$ cat config.mk
export PLATFORM = sky130hd
export DESIGN_NAME = keyvalue_text_lexer
export DESIGN_NICKNAME = d
export VERILOG_FILES = /design/src/rtl/kvl_pkg.sv /design/src/rtl/kvl_front.sv /design/src/rtl/kvl_queue.sv /design/src/rtl/kvl_emit.sv /design/src/rtl/keyvalue_text_lexer.sv
export VERILOG_INCLUDE_DIRS = /design/src /design/src/rtl
export SDC_FILE = /design/constraint.sdc
export NUM_CORES = 1
export LEC_CHECK = 0
export BUFFER_PORTS_ARGS = -buffer_cell sky130_fd_sc_hd__clkbuf_2
export CAP_MARGIN = 40
export CORE_MARGIN = 1.5
export CORE_UTILIZATION = 58
export CTS_BUF_LIST = sky130_fd_sc_hd__clkbuf_8
export CTS_CLUSTER_DIAMETER = 100
export DETAILED_ROUTE_END_ITERATION = 12
export PLACE_DENSITY = 0.78
export SLEW_MARGIN = 20
export SYNTH_ARGS = -nofsm -noshare
export SYNTH_HDL_FRONTEND = slang
export SYNTH_SLANG_ARGS = --single-unit
$ cat constraint.sdc
create_clock -name clk_i -period 5.46 [get_ports clk_i]
set_input_delay 0.273 -clock clk_i [delete_from_list [all_inputs] [get_ports clk_i]]
set_output_delay 0.273 -clock clk_i [all_outputs]
set_load 0.05 [all_outputs]
$ cat src/rtl/keyvalue_text_lexer_macros.svh
// Assertion macros for the key/value text lexer.
// Included by the RTL files that carry assertions; expects clk_i and rst_ni in scope.
`ifndef KEYVALUE_TEXT_LEXER_MACROS_SVH
`define KEYVALUE_TEXT_LEXER_MACROS_SVH

`ifndef ASSERT_OFF
`define KVL_ASSERT(lbl, prop) \
  lbl: assert property (@(posedge clk_i) disable iff (!rst_ni) (prop)) \
    else $error("kvl assertion failed");
`define KVL_NEVER(lbl, prop) \
  lbl: assert property (@(posedge clk_i) disable iff (!rst_ni) !(prop)) \
    else $error("kvl assertion failed");
`else
`define KVL_ASSERT(lbl, prop)
`define KVL_NEVER(lbl, prop)
`endif

`endif

$ cat src/rtl/kvl_pkg.sv
// Types, constants and lexing functions of the key/value text lexer.
// No dependencies; used by every module of the block.
package kvl_pkg;

  typedef enum logic [2:0] {
    ModeBetween  = 3'd0,
    ModeComment  = 3'd1,
    ModeQuoted   = 3'd2,
    ModeEscape   = 3'd3,
    ModeUnquoted = 3'd4
  } mode_e;

  typedef enum logic [2:0] {
    EvByte   = 3'd0,
    EvStrEnd = 3'd1,
    EvLbrace = 3'd2,
    EvRbrace = 3'd3,
    EvEnd    = 3'd4,
    EvUnterm = 3'd5
  } ev_kind_e;

  typedef enum logic [1:0] {
    BomFirst = 2'd0,
    BomEf    = 2'd1,
    BomEfBb  = 2'd2,
    BomDone  = 2'd3
  } bom_e;

  localparam logic [7:0] ChLbrace = 8'h7B;
  localparam logic [7:0] ChRbrace = 8'h7D;
  localparam logic [7:0] ChQuote  = 8'h22;
  localparam logic [7:0] ChSlash  = 8'h2F;
  localparam logic [7:0] ChBslash = 8'h5C;
  localparam logic [7:0] ChLf     = 8'h0A;
  localparam logic [7:0] ChTab    = 8'h09;
  localparam logic [7:0] ChCr     = 8'h0D;
  localparam logic [7:0] ChSpace  = 8'h20;
  localparam logic [7:0] ChLowN   = 8'h6E;
  localparam logic [7:0] ChLowT   = 8'h74;
  localparam logic [7:0] ChLowR   = 8'h72;
  localparam logic [7:0] Bom0     = 8'hEF;
  localparam logic [7:0] Bom1     = 8'hBB;
  localparam logic [7:0] Bom2     = 8'hBF;

  // events per lexing phase, phases per word (EF replay, BB replay, byte, end)
  localparam int PhaseSlots = 3;
  localparam int NumPhases  = 4;
  localparam int NumSlots   = PhaseSlots * NumPhases;
  localparam int SlotW      = $clog2(NumSlots);
  localparam int QDepth     = 2;
  localparam int QPtrW      = (QDepth > 1) ? $clog2(QDepth) : 1;
  localparam int QCntW      = $clog2(QDepth + 1);

  typedef struct packed {
    logic [7:0] data_byte;
    logic       has_byte;
    logic       end_of_input;
  } in_word_t;

  typedef struct packed {
    logic [2:0] event_kind;
    logic [7:0] text_byte;
    logic       was_quoted;
    logic       last_of_run;
  } out_word_t;

  typedef struct packed {
    ev_kind_e   kind;
    logic [7:0] text;
    logic       quoted;
  } ev_t;

  typedef struct packed {
    mode_e mode;
    logic  slash;
  } lex_st_t;

  typedef struct packed {
    lex_st_t                   st;
    ev_t   [PhaseSlots-1:0]    ev;
    logic  [PhaseSlots-1:0]    vld;
    logic  [1:0]               cnt;
  } lex_res_t;

  typedef struct packed {
    ev_t  [NumSlots-1:0] ev;
    logic [NumSlots-1:0] vld;
  } bundle_t;

  typedef struct packed {
    logic full;
    logic empty;
  } q_stat_t;

  function automatic logic is_ws(logic [7:0] b);
    return (b == ChSpace) || (b == ChTab) || (b == ChCr) || (b == ChLf);
  endfunction

  function automatic lex_res_t lex_init(lex_st_t s);
    lex_res_t r;
    r     = '0;
    r.st  = s;
    return r;
  endfunction

  function automatic lex_res_t push_ev(lex_res_t r, ev_kind_e k, logic [7:0] b, logic q);
    lex_res_t o;
    o                = r;
    o.ev[o.cnt].kind   = k;
    o.ev[o.cnt].text   = (k == EvByte) ? b : 8'd0;
    o.ev[o.cnt].quoted = q;
    o.vld[o.cnt]       = 1'b1;
    o.cnt              = o.cnt + 2'd1;
    return o;
  endfunction

  function automatic lex_res_t between_f(lex_res_t r, logic [7:0] b);
    lex_res_t o;
    o = r;
    if (is_ws(b)) begin
      o = r;
    end else if (b == ChLbrace) begin
      o = push_ev(o, EvLbrace, 8'd0, 1'b0);
    end else if (b == ChRbrace) begin
      o = push_ev(o, EvRbrace, 8'd0, 1'b0);
    end else if (b == ChQuote) begin
      o.st.mode = ModeQuoted;
    end else if (b == ChSlash) begin
      o.st.slash = 1'b1;
    end else begin
      o = push_ev(o, EvByte, b, 1'b0);
      o.st.mode = ModeUnquoted;
    end
    return o;
  endfunction

  function automatic lex_res_t unquoted_f(lex_res_t r, logic [7:0] b);
    lex_res_t o;
    o = r;
    if (is_ws(b)) begin
      o = push_ev(o, EvStrEnd, 8'd0, 1'b0);
      o.st.mode = ModeBetween;
    end else if ((b == ChLbrace) || (b == ChRbrace) || (b == ChQuote)) begin
      o = push_ev(o, EvStrEnd, 8'd0, 1'b0);
      o.st.mode = ModeBetween;
      o = between_f(o, b);
    end else if (b == ChSlash) begin
      o.st.slash = 1'b1;
    end else begin
      o = push_ev(o, EvByte, b, 1'b0);
    end
    return o;
  endfunction

  function automatic lex_res_t lex_byte_f(lex_st_t s, logic [7:0] b);
    lex_res_t o;
    o = lex_init(s);
    unique case (s.mode)
      ModeComment: begin
        if (b == ChLf) o.st.mode = ModeBetween;
      end
      ModeQuoted: begin
        if (b == ChBslash) begin
          o.st.mode = ModeEscape;
        end else if (b == ChQuote) begin
          o = push_ev(o, EvStrEnd, 8'd0, 1'b1);
          o.st.mode = ModeBetween;
        end else begin
          o = push_ev(o, EvByte, b, 1'b1);
        end
      end
      ModeEscape: begin
        if (b == ChLowN)      o = push_ev(o, EvByte, ChLf, 1'b1);
        else if (b == ChLowT) o = push_ev(o, EvByte, ChTab, 1'b1);
        else if (b == ChLowR) o = push_ev(o, EvByte, ChCr, 1'b1);
        else                  o = push_ev(o, EvByte, b, 1'b1);
        o.st.mode = ModeQuoted;
      end
      ModeUnquoted: begin
        if (s.slash) begin
          o.st.slash = 1'b0;
          if (b == ChSlash) begin
            o = push_ev(o, EvStrEnd, 8'd0, 1'b0);
            o.st.mode = ModeComment;
          end else begin
            o = push_ev(o, EvByte, ChSlash, 1'b0);
            o = unquoted_f(o, b);
          end
        end else begin
          o = unquoted_f(o, b);
        end
      end
      default: begin
        o.st.mode = ModeBetween;
        if (s.slash) begin
          o.st.slash = 1'b0;
          if (b == ChSlash) begin
            o.st.mode = ModeComment;
          end else begin
            o = push_ev(o, EvByte, ChSlash, 1'b0);
            o.st.mode = ModeUnquoted;
            o = unquoted_f(o, b);
          end
        end else begin
          o = between_f(o, b);
        end
      end
    endcase
    return o;
  endfunction

  function automatic lex_res_t lex_end_f(lex_st_t s);
    lex_res_t o;
    o = lex_init(s);
    unique case (s.mode)
      ModeQuoted: begin
        o = push_ev(o, EvUnterm, 8'd0, 1'b1);
      end
      ModeEscape: begin
        o = push_ev(o, EvByte, ChBslash, 1'b1);
        o = push_ev(o, EvUnterm, 8'd0, 1'b1);
      end
      ModeUnquoted: begin
        if (s.slash) o = push_ev(o, EvByte, ChSlash, 1'b0);
        o = push_ev(o, EvStrEnd, 8'd0, 1'b0);
      end
      ModeComment: begin
        o = lex_init(s);
      end
      default: begin
        if (s.slash) begin
          o = push_ev(o, EvByte, ChSlash, 1'b0);
          o = push_ev(o, EvStrEnd, 8'd0, 1'b0);
        end
      end
    endcase
    o = push_ev(o, EvEnd, 8'd0, 1'b0);
    o.st.mode  = ModeBetween;
    o.st.slash = 1'b0;
    return o;
  endfunction

endpackage

$ cat src/rtl/kvl_front.sv
// Front end: accepts input words, tracks the byte order mark and lexer state,
// and forms one bundle of events per word. Depends on kvl_pkg.
module kvl_front (
  input  logic               clk_i,
  input  logic               rst_ni,
  input  kvl_pkg::in_word_t  in_word_i,
  input  logic               in_valid_i,
  output logic               in_stall_o,
  input  kvl_pkg::q_stat_t   q_stat_i,
  output logic               push_o,
  output kvl_pkg::bundle_t   bundle_o
);
  import kvl_pkg::*;

  mode_e    mode_q;
  logic     slash_q;
  bom_e     bom_q, bom_d;
  logic     fin_q;
  logic     accept;
  logic     replay_ef, replay_bb, lex_cur;
  lex_st_t  st0;
  lex_res_t r_ef, r_bb, r_cur, r_end;

  assign in_stall_o = q_stat_i.full;
  assign accept     = in_valid_i && !in_stall_o;

  // mark prefix handling; held bytes are relexed ahead of the current byte
  always_comb begin
    replay_ef = 1'b0;
    replay_bb = 1'b0;
    lex_cur   = 1'b0;
    bom_d     = bom_q;
    if (in_word_i.has_byte) begin
      unique case (bom_q)
        BomFirst: begin
          if (in_word_i.data_byte == Bom0) begin
            bom_d = BomEf;
          end else begin
            bom_d   = BomDone;
            lex_cur = 1'b1;
          end
        end
        BomEf: begin
          if (in_word_i.data_byte == Bom1) begin
            bom_d = BomEfBb;
          end else begin
            replay_ef = 1'b1;
            bom_d     = BomDone;
            lex_cur   = 1'b1;
          end
        end
        BomEfBb: begin
          if (in_word_i.data_byte == Bom2) begin
            bom_d = BomDone;
          end else begin
            replay_ef = 1'b1;
            replay_bb = 1'b1;
            bom_d     = BomDone;
            lex_cur   = 1'b1;
          end
        end
        default: lex_cur = 1'b1;
      endcase
    end
    if (in_word_i.end_of_input) begin
      if ((bom_d == BomEf) || (bom_d == BomEfBb)) begin
        replay_ef = 1'b1;
        replay_bb = (bom_d == BomEfBb);
      end
      bom_d = BomDone;
    end
  end

  always_comb begin
    st0.mode  = mode_q;
    st0.slash = slash_q;
    r_ef  = replay_ef ? lex_byte_f(st0, Bom0) : lex_init(st0);
    r_bb  = replay_bb ? lex_byte_f(r_ef.st, Bom1) : lex_init(r_ef.st);
    r_cur = lex_cur ? lex_byte_f(r_bb.st, in_word_i.data_byte) : lex_init(r_bb.st);
    r_end = in_word_i.end_of_input ? lex_end_f(r_cur.st) : lex_init(r_cur.st);
  end

  always_comb begin
    bundle_o.ev[PhaseSlots-1:0]                = r_ef.ev;
    bundle_o.vld[PhaseSlots-1:0]               = r_ef.vld;
    bundle_o.ev[2*PhaseSlots-1:PhaseSlots]     = r_bb.ev;
    bundle_o.vld[2*PhaseSlots-1:PhaseSlots]    = r_bb.vld;
    bundle_o.ev[3*PhaseSlots-1:2*PhaseSlots]   = r_cur.ev;
    bundle_o.vld[3*PhaseSlots-1:2*PhaseSlots]  = r_cur.vld;
    bundle_o.ev[4*PhaseSlots-1:3*PhaseSlots]   = r_end.ev;
    bundle_o.vld[4*PhaseSlots-1:3*PhaseSlots]  = r_end.vld;
  end

  assign push_o = accept && !fin_q && (|bundle_o.vld);

  always_ff @(posedge clk_i or negedge rst_ni) begin
    if (!rst_ni) begin
      mode_q  <= ModeBetween;
      slash_q <= 1'b0;
      bom_q   <= BomFirst;
      fin_q   <= 1'b0;
    end else if (accept && !fin_q) begin
      mode_q  <= r_end.st.mode;
      slash_q <= r_end.st.slash;
      bom_q   <= bom_d;
      fin_q   <= in_word_i.end_of_input;
    end
  end

endmodule

$ cat src/rtl/kvl_queue.sv
// Short bundle queue between the front end and the event emitter.
// Depends on kvl_pkg.
`include "keyvalue_text_lexer_macros.svh"

module kvl_queue (
  input  logic              clk_i,
  input  logic              rst_ni,
  input  logic              push_i,
  input  kvl_pkg::bundle_t  push_data_i,
  input  logic              pop_i,
  output kvl_pkg::bundle_t  head_o,
  output kvl_pkg::q_stat_t  stat_o
);
  import kvl_pkg::*;

  bundle_t           mem_q [QDepth];
  logic [QPtrW-1:0]  wr_ptr_q, rd_ptr_q;
  logic [QCntW-1:0]  cnt_q;

  function automatic logic [QPtrW-1:0] ptr_inc(logic [QPtrW-1:0] p);
    return (p == QPtrW'(QDepth - 1)) ? '0 : p + 1'b1;
  endfunction

  assign stat_o.full  = (cnt_q == QCntW'(QDepth));
  assign stat_o.empty = (cnt_q == '0);
  assign head_o       = mem_q[rd_ptr_q];

  always_ff @(posedge clk_i) begin
    if (push_i) mem_q[wr_ptr_q] <= push_data_i;
  end

  always_ff @(posedge clk_i or negedge rst_ni) begin
    if (!rst_ni) begin
      wr_ptr_q <= '0;
      rd_ptr_q <= '0;
      cnt_q    <= '0;
    end else begin
      if (push_i) wr_ptr_q <= ptr_inc(wr_ptr_q);
      if (pop_i)  rd_ptr_q <= ptr_inc(rd_ptr_q);
      if (push_i && !pop_i)      cnt_q <= cnt_q + 1'b1;
      else if (pop_i && !push_i) cnt_q <= cnt_q - 1'b1;
    end
  end

  `KVL_NEVER(a_q_overflow, push_i && stat_o.full && !pop_i)
  `KVL_NEVER(a_q_underflow, pop_i && stat_o.empty)
  `KVL_ASSERT(a_q_push_fill, (push_i && !pop_i) |=> !stat_o.empty)

endmodule

$ cat src/rtl/kvl_emit.sv
// Back end: walks the head bundle into the output register, one event per cycle unless stalled.
// Depends on kvl_pkg.
`include "keyvalue_text_lexer_macros.svh"

module kvl_emit (
  input  logic               clk_i,
  input  logic               rst_ni,
  input  kvl_pkg::bundle_t   head_i,
  input  kvl_pkg::q_stat_t   q_stat_i,
  output logic               pop_o,
  output kvl_pkg::out_word_t out_word_o,
  output logic               out_valid_o,
  input  logic               out_stall_i
);
  import kvl_pkg::*;

  logic [NumSlots-1:0] done_q, done_d, rem;
  logic [SlotW-1:0]    sel;
  logic                last, load;
  logic                out_valid_q;
  out_word_t           out_q;

  always_comb begin
    rem = head_i.vld & ~done_q;
    sel = '0;
    for (int i = NumSlots - 1; i >= 0; i--) begin
      if (rem[i]) sel = SlotW'(i);
    end
    last   = ((rem & ~(NumSlots'(1) << sel)) == '0);
    load   = !q_stat_i.empty && (!out_valid_q || !out_stall_i);
    pop_o  = load && last;
    done_d = done_q;
    if (load) done_d = last ? '0 : (done_q | (NumSlots'(1) << sel));
  end

  always_ff @(posedge clk_i or negedge rst_ni) begin
    if (!rst_ni) begin
      out_valid_q <= 1'b0;
      done_q      <= '0;
    end else begin
      done_q <= done_d;
      if (!out_valid_q || !out_stall_i) out_valid_q <= !q_stat_i.empty;
    end
  end

  always_ff @(posedge clk_i) begin
    if (load) begin
      out_q.event_kind  <= head_i.ev[sel].kind;
      out_q.text_byte   <= head_i.ev[sel].text;
      out_q.was_quoted  <= head_i.ev[sel].quoted;
      out_q.last_of_run <= last;
    end
  end

  assign out_valid_o = out_valid_q;
  assign out_word_o  = out_q;

  `KVL_ASSERT(a_pop_marks_last, pop_o |=> out_q.last_of_run)
  `KVL_NEVER(a_head_not_drained, !q_stat_i.empty && (rem == '0))
  `KVL_NEVER(a_text_only_bytes, out_valid_q && (out_q.event_kind != EvByte) && (out_q.text_byte != 8'd0))

endmodule

$ cat src/rtl/keyvalue_text_lexer.sv
// Streaming lexer for brace-structured key/value text: one input word per cycle,
// lexer events out one per cycle. Top level; depends on kvl_pkg and its submodules.
//
// Each input word (byte and/or end flag) is lexed by the front end in the cycle it is
// accepted; its events (zero to five) are queued as one bundle in a two-entry queue,
// and the emitter sends them one per cycle while the output is not stalled, through a
// registered output, marking the last event of each word. Input is accepted every cycle
// the queue has room; words that give no events are not queued. The first event of a word
// passes through the queue and then the output register. Words after the end event are
// accepted and dropped until reset.
module keyvalue_text_lexer (
  input  logic               clk_i,
  input  logic               rst_ni,
  input  kvl_pkg::in_word_t  in_word_i,
  input  logic               in_valid_i,
  output logic               in_stall_o,
  output kvl_pkg::out_word_t out_word_o,
  output logic               out_valid_o,
  input  logic               out_stall_i
);
  import kvl_pkg::*;

  q_stat_t q_stat;
  bundle_t push_data, head;
  logic    push, pop;

  kvl_front u_front (
    .clk_i      (clk_i),
    .rst_ni     (rst_ni),
    .in_word_i  (in_word_i),
    .in_valid_i (in_valid_i),
    .in_stall_o (in_stall_o),
    .q_stat_i   (q_stat),
    .push_o     (push),
    .bundle_o   (push_data)
  );

  kvl_queue u_queue (
    .clk_i       (clk_i),
    .rst_ni      (rst_ni),
    .push_i      (push),
    .push_data_i (push_data),
    .pop_i       (pop),
    .head_o      (head),
    .stat_o      (q_stat)
  );

  kvl_emit u_emit (
    .clk_i       (clk_i),
    .rst_ni      (rst_ni),
    .head_i      (head),
    .q_stat_i    (q_stat),
    .pop_o       (pop),
    .out_word_o  (out_word_o),
    .out_valid_o (out_valid_o),
    .out_stall_i (out_stall_i)
  );

endmodule
==> key figures <==
Yosys
  – Synth cell types: 88
  – Post-synth EDFFs: 121
  – Asr flop ratio synth: 15.4%
  – Largest area contributor in the netlist: edfxtp_1
  – Top_reg_cell synth: edfxtp_1
  – Mapped Area: 7640 µm²
  – YS warnings: 0
  – Seq cells post-synth: 143
  – Seq/Total Area, Yosys: 54.7%
  – Largest cells by area after synthesis: edfxtp_1 (48%), dfrtp_1 (7.2%), mux2i_1 (3.7%), mux4_2 (2.7%), nor2_1 (2.7%)
  – Post-synthesis cell count: 638
  – Top cell type's share of synthesized area: 47.5%
  – Post-Syn Area per Cell: 12.0 µm²

Worst setup path
  – R2r startpoint: u_front.bom_q[0]
  – Worst setup path startpoint: u_front.bom_q[0]
  – CP delay by family, top: compound AO/OA/AOI/OAI gates
  – CP required: 5.52 ns
  – Critical Path Sink Type: register
  – Startpoint types: register
  – Reg2reg end: u_queue.mem_q[0][97]
  – Cell mode on critical path: ha_1
  – Buf/Inv on CP: 2
  – Worst-path fanout max: 54
  – Crit path cell chain: inv_1, ha_1, nor3_1, a21oi_1, ha_1, nand2b_1, nand2_1, o31ai_4, o221ai_1, a221oi_1, o41ai_2, nor2_4, buf_4
  – Crit path DAT: 4.67 ns
  – Reg2reg path depth: 13
  – CP Class: register to register
  – Max stage delay cell, worst path: a221oi_1
  – Worst R2R Setup Slack: 0.86 ns
  – CP peak stage delay: 0.57 ns

STA
  – Slew Viols, Final: 0
  – RSZ-0062 raised after global routing: no
  – Final Hold Viols: 0
  – Clock Skew: 0.0132 ns
  – Highest clock rate: 0.217 GHz
  – Worst slew pin tran: 0.750 ns
  – Period utilization: 84.3%
  – Final hold slack: 0.0518 ns
  – Tmin final: 4.60 ns
  – Max_slew headroom: 49.5%
  – Final setup fails: 0

Die
  – Die Area: 13900 µm²
  – IO Count: 29
  – # rows: 41
  – Chip Width: 118 µm
  – Die H: 118 µm
  – Placeable Area: 12700 µm²
  – Initial Util: 60.1%

Placed design
  – Gp weighted congestion: 0.948
  – Placed cells: 833
  – Hpwl dp: 13300 µm
  – DP Area: 7990 µm²
  – Buffers on Ports: 28

Final layout
  – Final Instance Area: 8350 µm²
  – # diodes: 0
  – Non-Filler Instances: 866
  – Syn-to-layout area delta: 9.32%
  – Leading cell types in the layout, fill and taps excluded: edfxtp_1 (121), nor2_1 (52), nand2_1 (37)
  – Nets: 701
  – Most common cell after layout, fill and taps aside: edfxtp_1
  – Final design utilization: 65.7%
  – Register area: 4190 µm²
  – Fillers: 991
  – Share of cells above drive strength 1: 18.4%
  – Multi-input gate area: 3290 µm²

Power
  – Maximum VDD drop: 285 µV
  – Power density over the cells: 528 nW/µm²
  – P_leak: 3.10 nW

GRT
  – Met3 GRT Util: 5.04%
  – GR Util met1: 36.6%
  – Tot GR Track Use: 27.7%
  – Congestion Overflow GR: 0
  – Number of global-route vias before repair: 5453
  – Antenna violations before repair: 0
  – First-pass GRT wire length: 29600 µm
  – Global routing's busiest layer: met2
  – Met2 Track Usage GR: 44.3%
  – Largest net degree at the start of global routing: 55

Drt
  – Post-route DRC: 0
  – DRT Pass-1 Iters: 6
  – Vias post-DR: 5699
  – Via-per-instance ratio: 6.58
  – Avg WL per Cell: 21.6 µm
  – DR iter-0 viols: 784
  – Final ANT Viol Nets: 0
  – Routed WL: 18700 µm

CTS
  – Maximum clock path buffer count: 2
  – Clock buffer count from CTS: 17
  – Clock-pin transition on the worst setup and hold timing paths: 0.08 ns
  – Postcts setup bufs: 0
  – Clock sinks: 143
  – Resized cells post-CTS: 0
  – CTS tree: done
  – H-tree depth: 4
  – Clock latency on the worst-skew pair: 0.44 ns
  – Post-CTS Hold Fix Bufs: 1
  – Root Buffer: clkbuf_8

Outcome
  – Status: completed

Min path
  – Min-delay src: out_stall_i
  – Cells on Worst Hold Path: 3
  – Hold Crit Class: input pin to register
  – Worst Hold End: u_emit.out_valid_o

Flow run
  – MaxCap Viol Count: 0
## cell type report
class / count / share of cell area [%]
clock buffers: 17 / 2.80
clock inverters: 15 / 1.44
flip-flops and latches: 143 / 50.1
well taps: 172 / 2.58
repair buffers: 39 / 2.70
multi-input cells: 458 / 39.4
inverters: 22 / 0.988
## flip-flops by register name (all words and copies together) (netlist names)
register / cells
u_emit.out_valid_o: 1
u_emit.out_word_o: 13
u_queue.cnt_q: 2
u_front.slash_q: 1
u_front.mode_q: 3
u_queue.rd_ptr_q: 1
u_front.bom_q: 2
u_front.fin_q: 1
u_queue.mem_q: 108
u_queue.wr_ptr_q: 1
u_emit.done_q: 10
## cells in the mapped netlist, types with 5 or more instances
| master | count |
|---|---|
| mux2_2 | 16 |
| a21oi_1 | 31 |
| dfrtp_1 | 22 |
| nor2_1 | 54 |
| mux2i_1 | 28 |
| nor2b_1 | 6 |
| o21ai_0 | 20 |
| and2_1 | 6 |
| nand2_1 | 37 |
| o31ai_1 | 5 |
| ha_1 | 6 |
| nor4_1 | 9 |
| a211oi_1 | 8 |
| o21a_1 | 5 |
| a31oi_1 | 12 |
| inv_1 | 22 |
| or3_1 | 7 |
| o22ai_1 | 16 |
| clkbuf_1 | 17 |
| a21o_1 | 5 |
| edfxtp_1 | 121 |
| mux4_2 | 9 |
| nor3_1 | 19 |
| nand2b_1 | 5 |
| nand3_1 | 19 |
| and3_1 | 11 |
| a22oi_1 | 7 |
## routing by layer
layer | vias to the layer above | wire [µm]
met1 | 2720 | 7740
met5 | - | 0
met4 | 0 | 841
met2 | 328 | 8780
li1 | 2589 | -
met3 | 62 | 1330
## worst max path at each step
stage	end	slack (ns)	cells past startpoint
floorplan	u_queue.mem_q[0][100]	-0.05	13
global placement	u_queue.mem_q[1][114]	1.04	14
detailed placement	u_queue.mem_q[0][114]	0.85	14
CTS	u_queue.mem_q[1][97]	0.93	13
global route	u_queue.mem_q[1][87]	0.44	13
finish	u_queue.mem_q[0][97]	0.86	13
## report_power, final
part,switching (mW),internal (mW)
clock network,0.392,0.356
registers,0.137,1.39
logic,1.42,0.725
total,1.94,2.47
## kinds of logic after synthesis
group | count (synthesis) | share of synthesized area, %
adders and majority gates | 6 | 0.982
buffers and inverters | 52 | 3.16
DFF | 143 | 54.7
xor gates and xnor gates | 8 | 0.917
muxes | 54 | 8.87
other | 1 | 0.0491
and+or+nand+nor | 204 | 14.3
AOI/OAI and AO/OA | 170 | 16.9
## worst reg2reg max path: stages, from the launching register on
cell and delay [ns]:
dfrtp_1 0.40, inv_1 0.09, ha_1 0.37, nor3_1 0.23, a21oi_1 0.08, ha_1 0.29
nand2b_1 0.31, nand2_1 0.15, o31ai_4 0.52, o221ai_1 0.22, a221oi_1 0.57, o41ai_2 0.28
nor2_4 0.12, buf_4 0.56
## through the flow
stage / power (mW) / TNS (ns) / worst slack, ns
2_1_floorplan: 3.10 / -5.33 / -0.0493
6_report: 4.41 / 0 / 0.855
5_1_grt: 4.65 / 0 / 0.436
3_5_place_dp: 3.63 / 0 / 0.849
4_1_cts: 4.39 / 0 / 0.926
3_3_place_gp: 3.61 / 0 / 1.04
(Power assumes the default switching activity.)
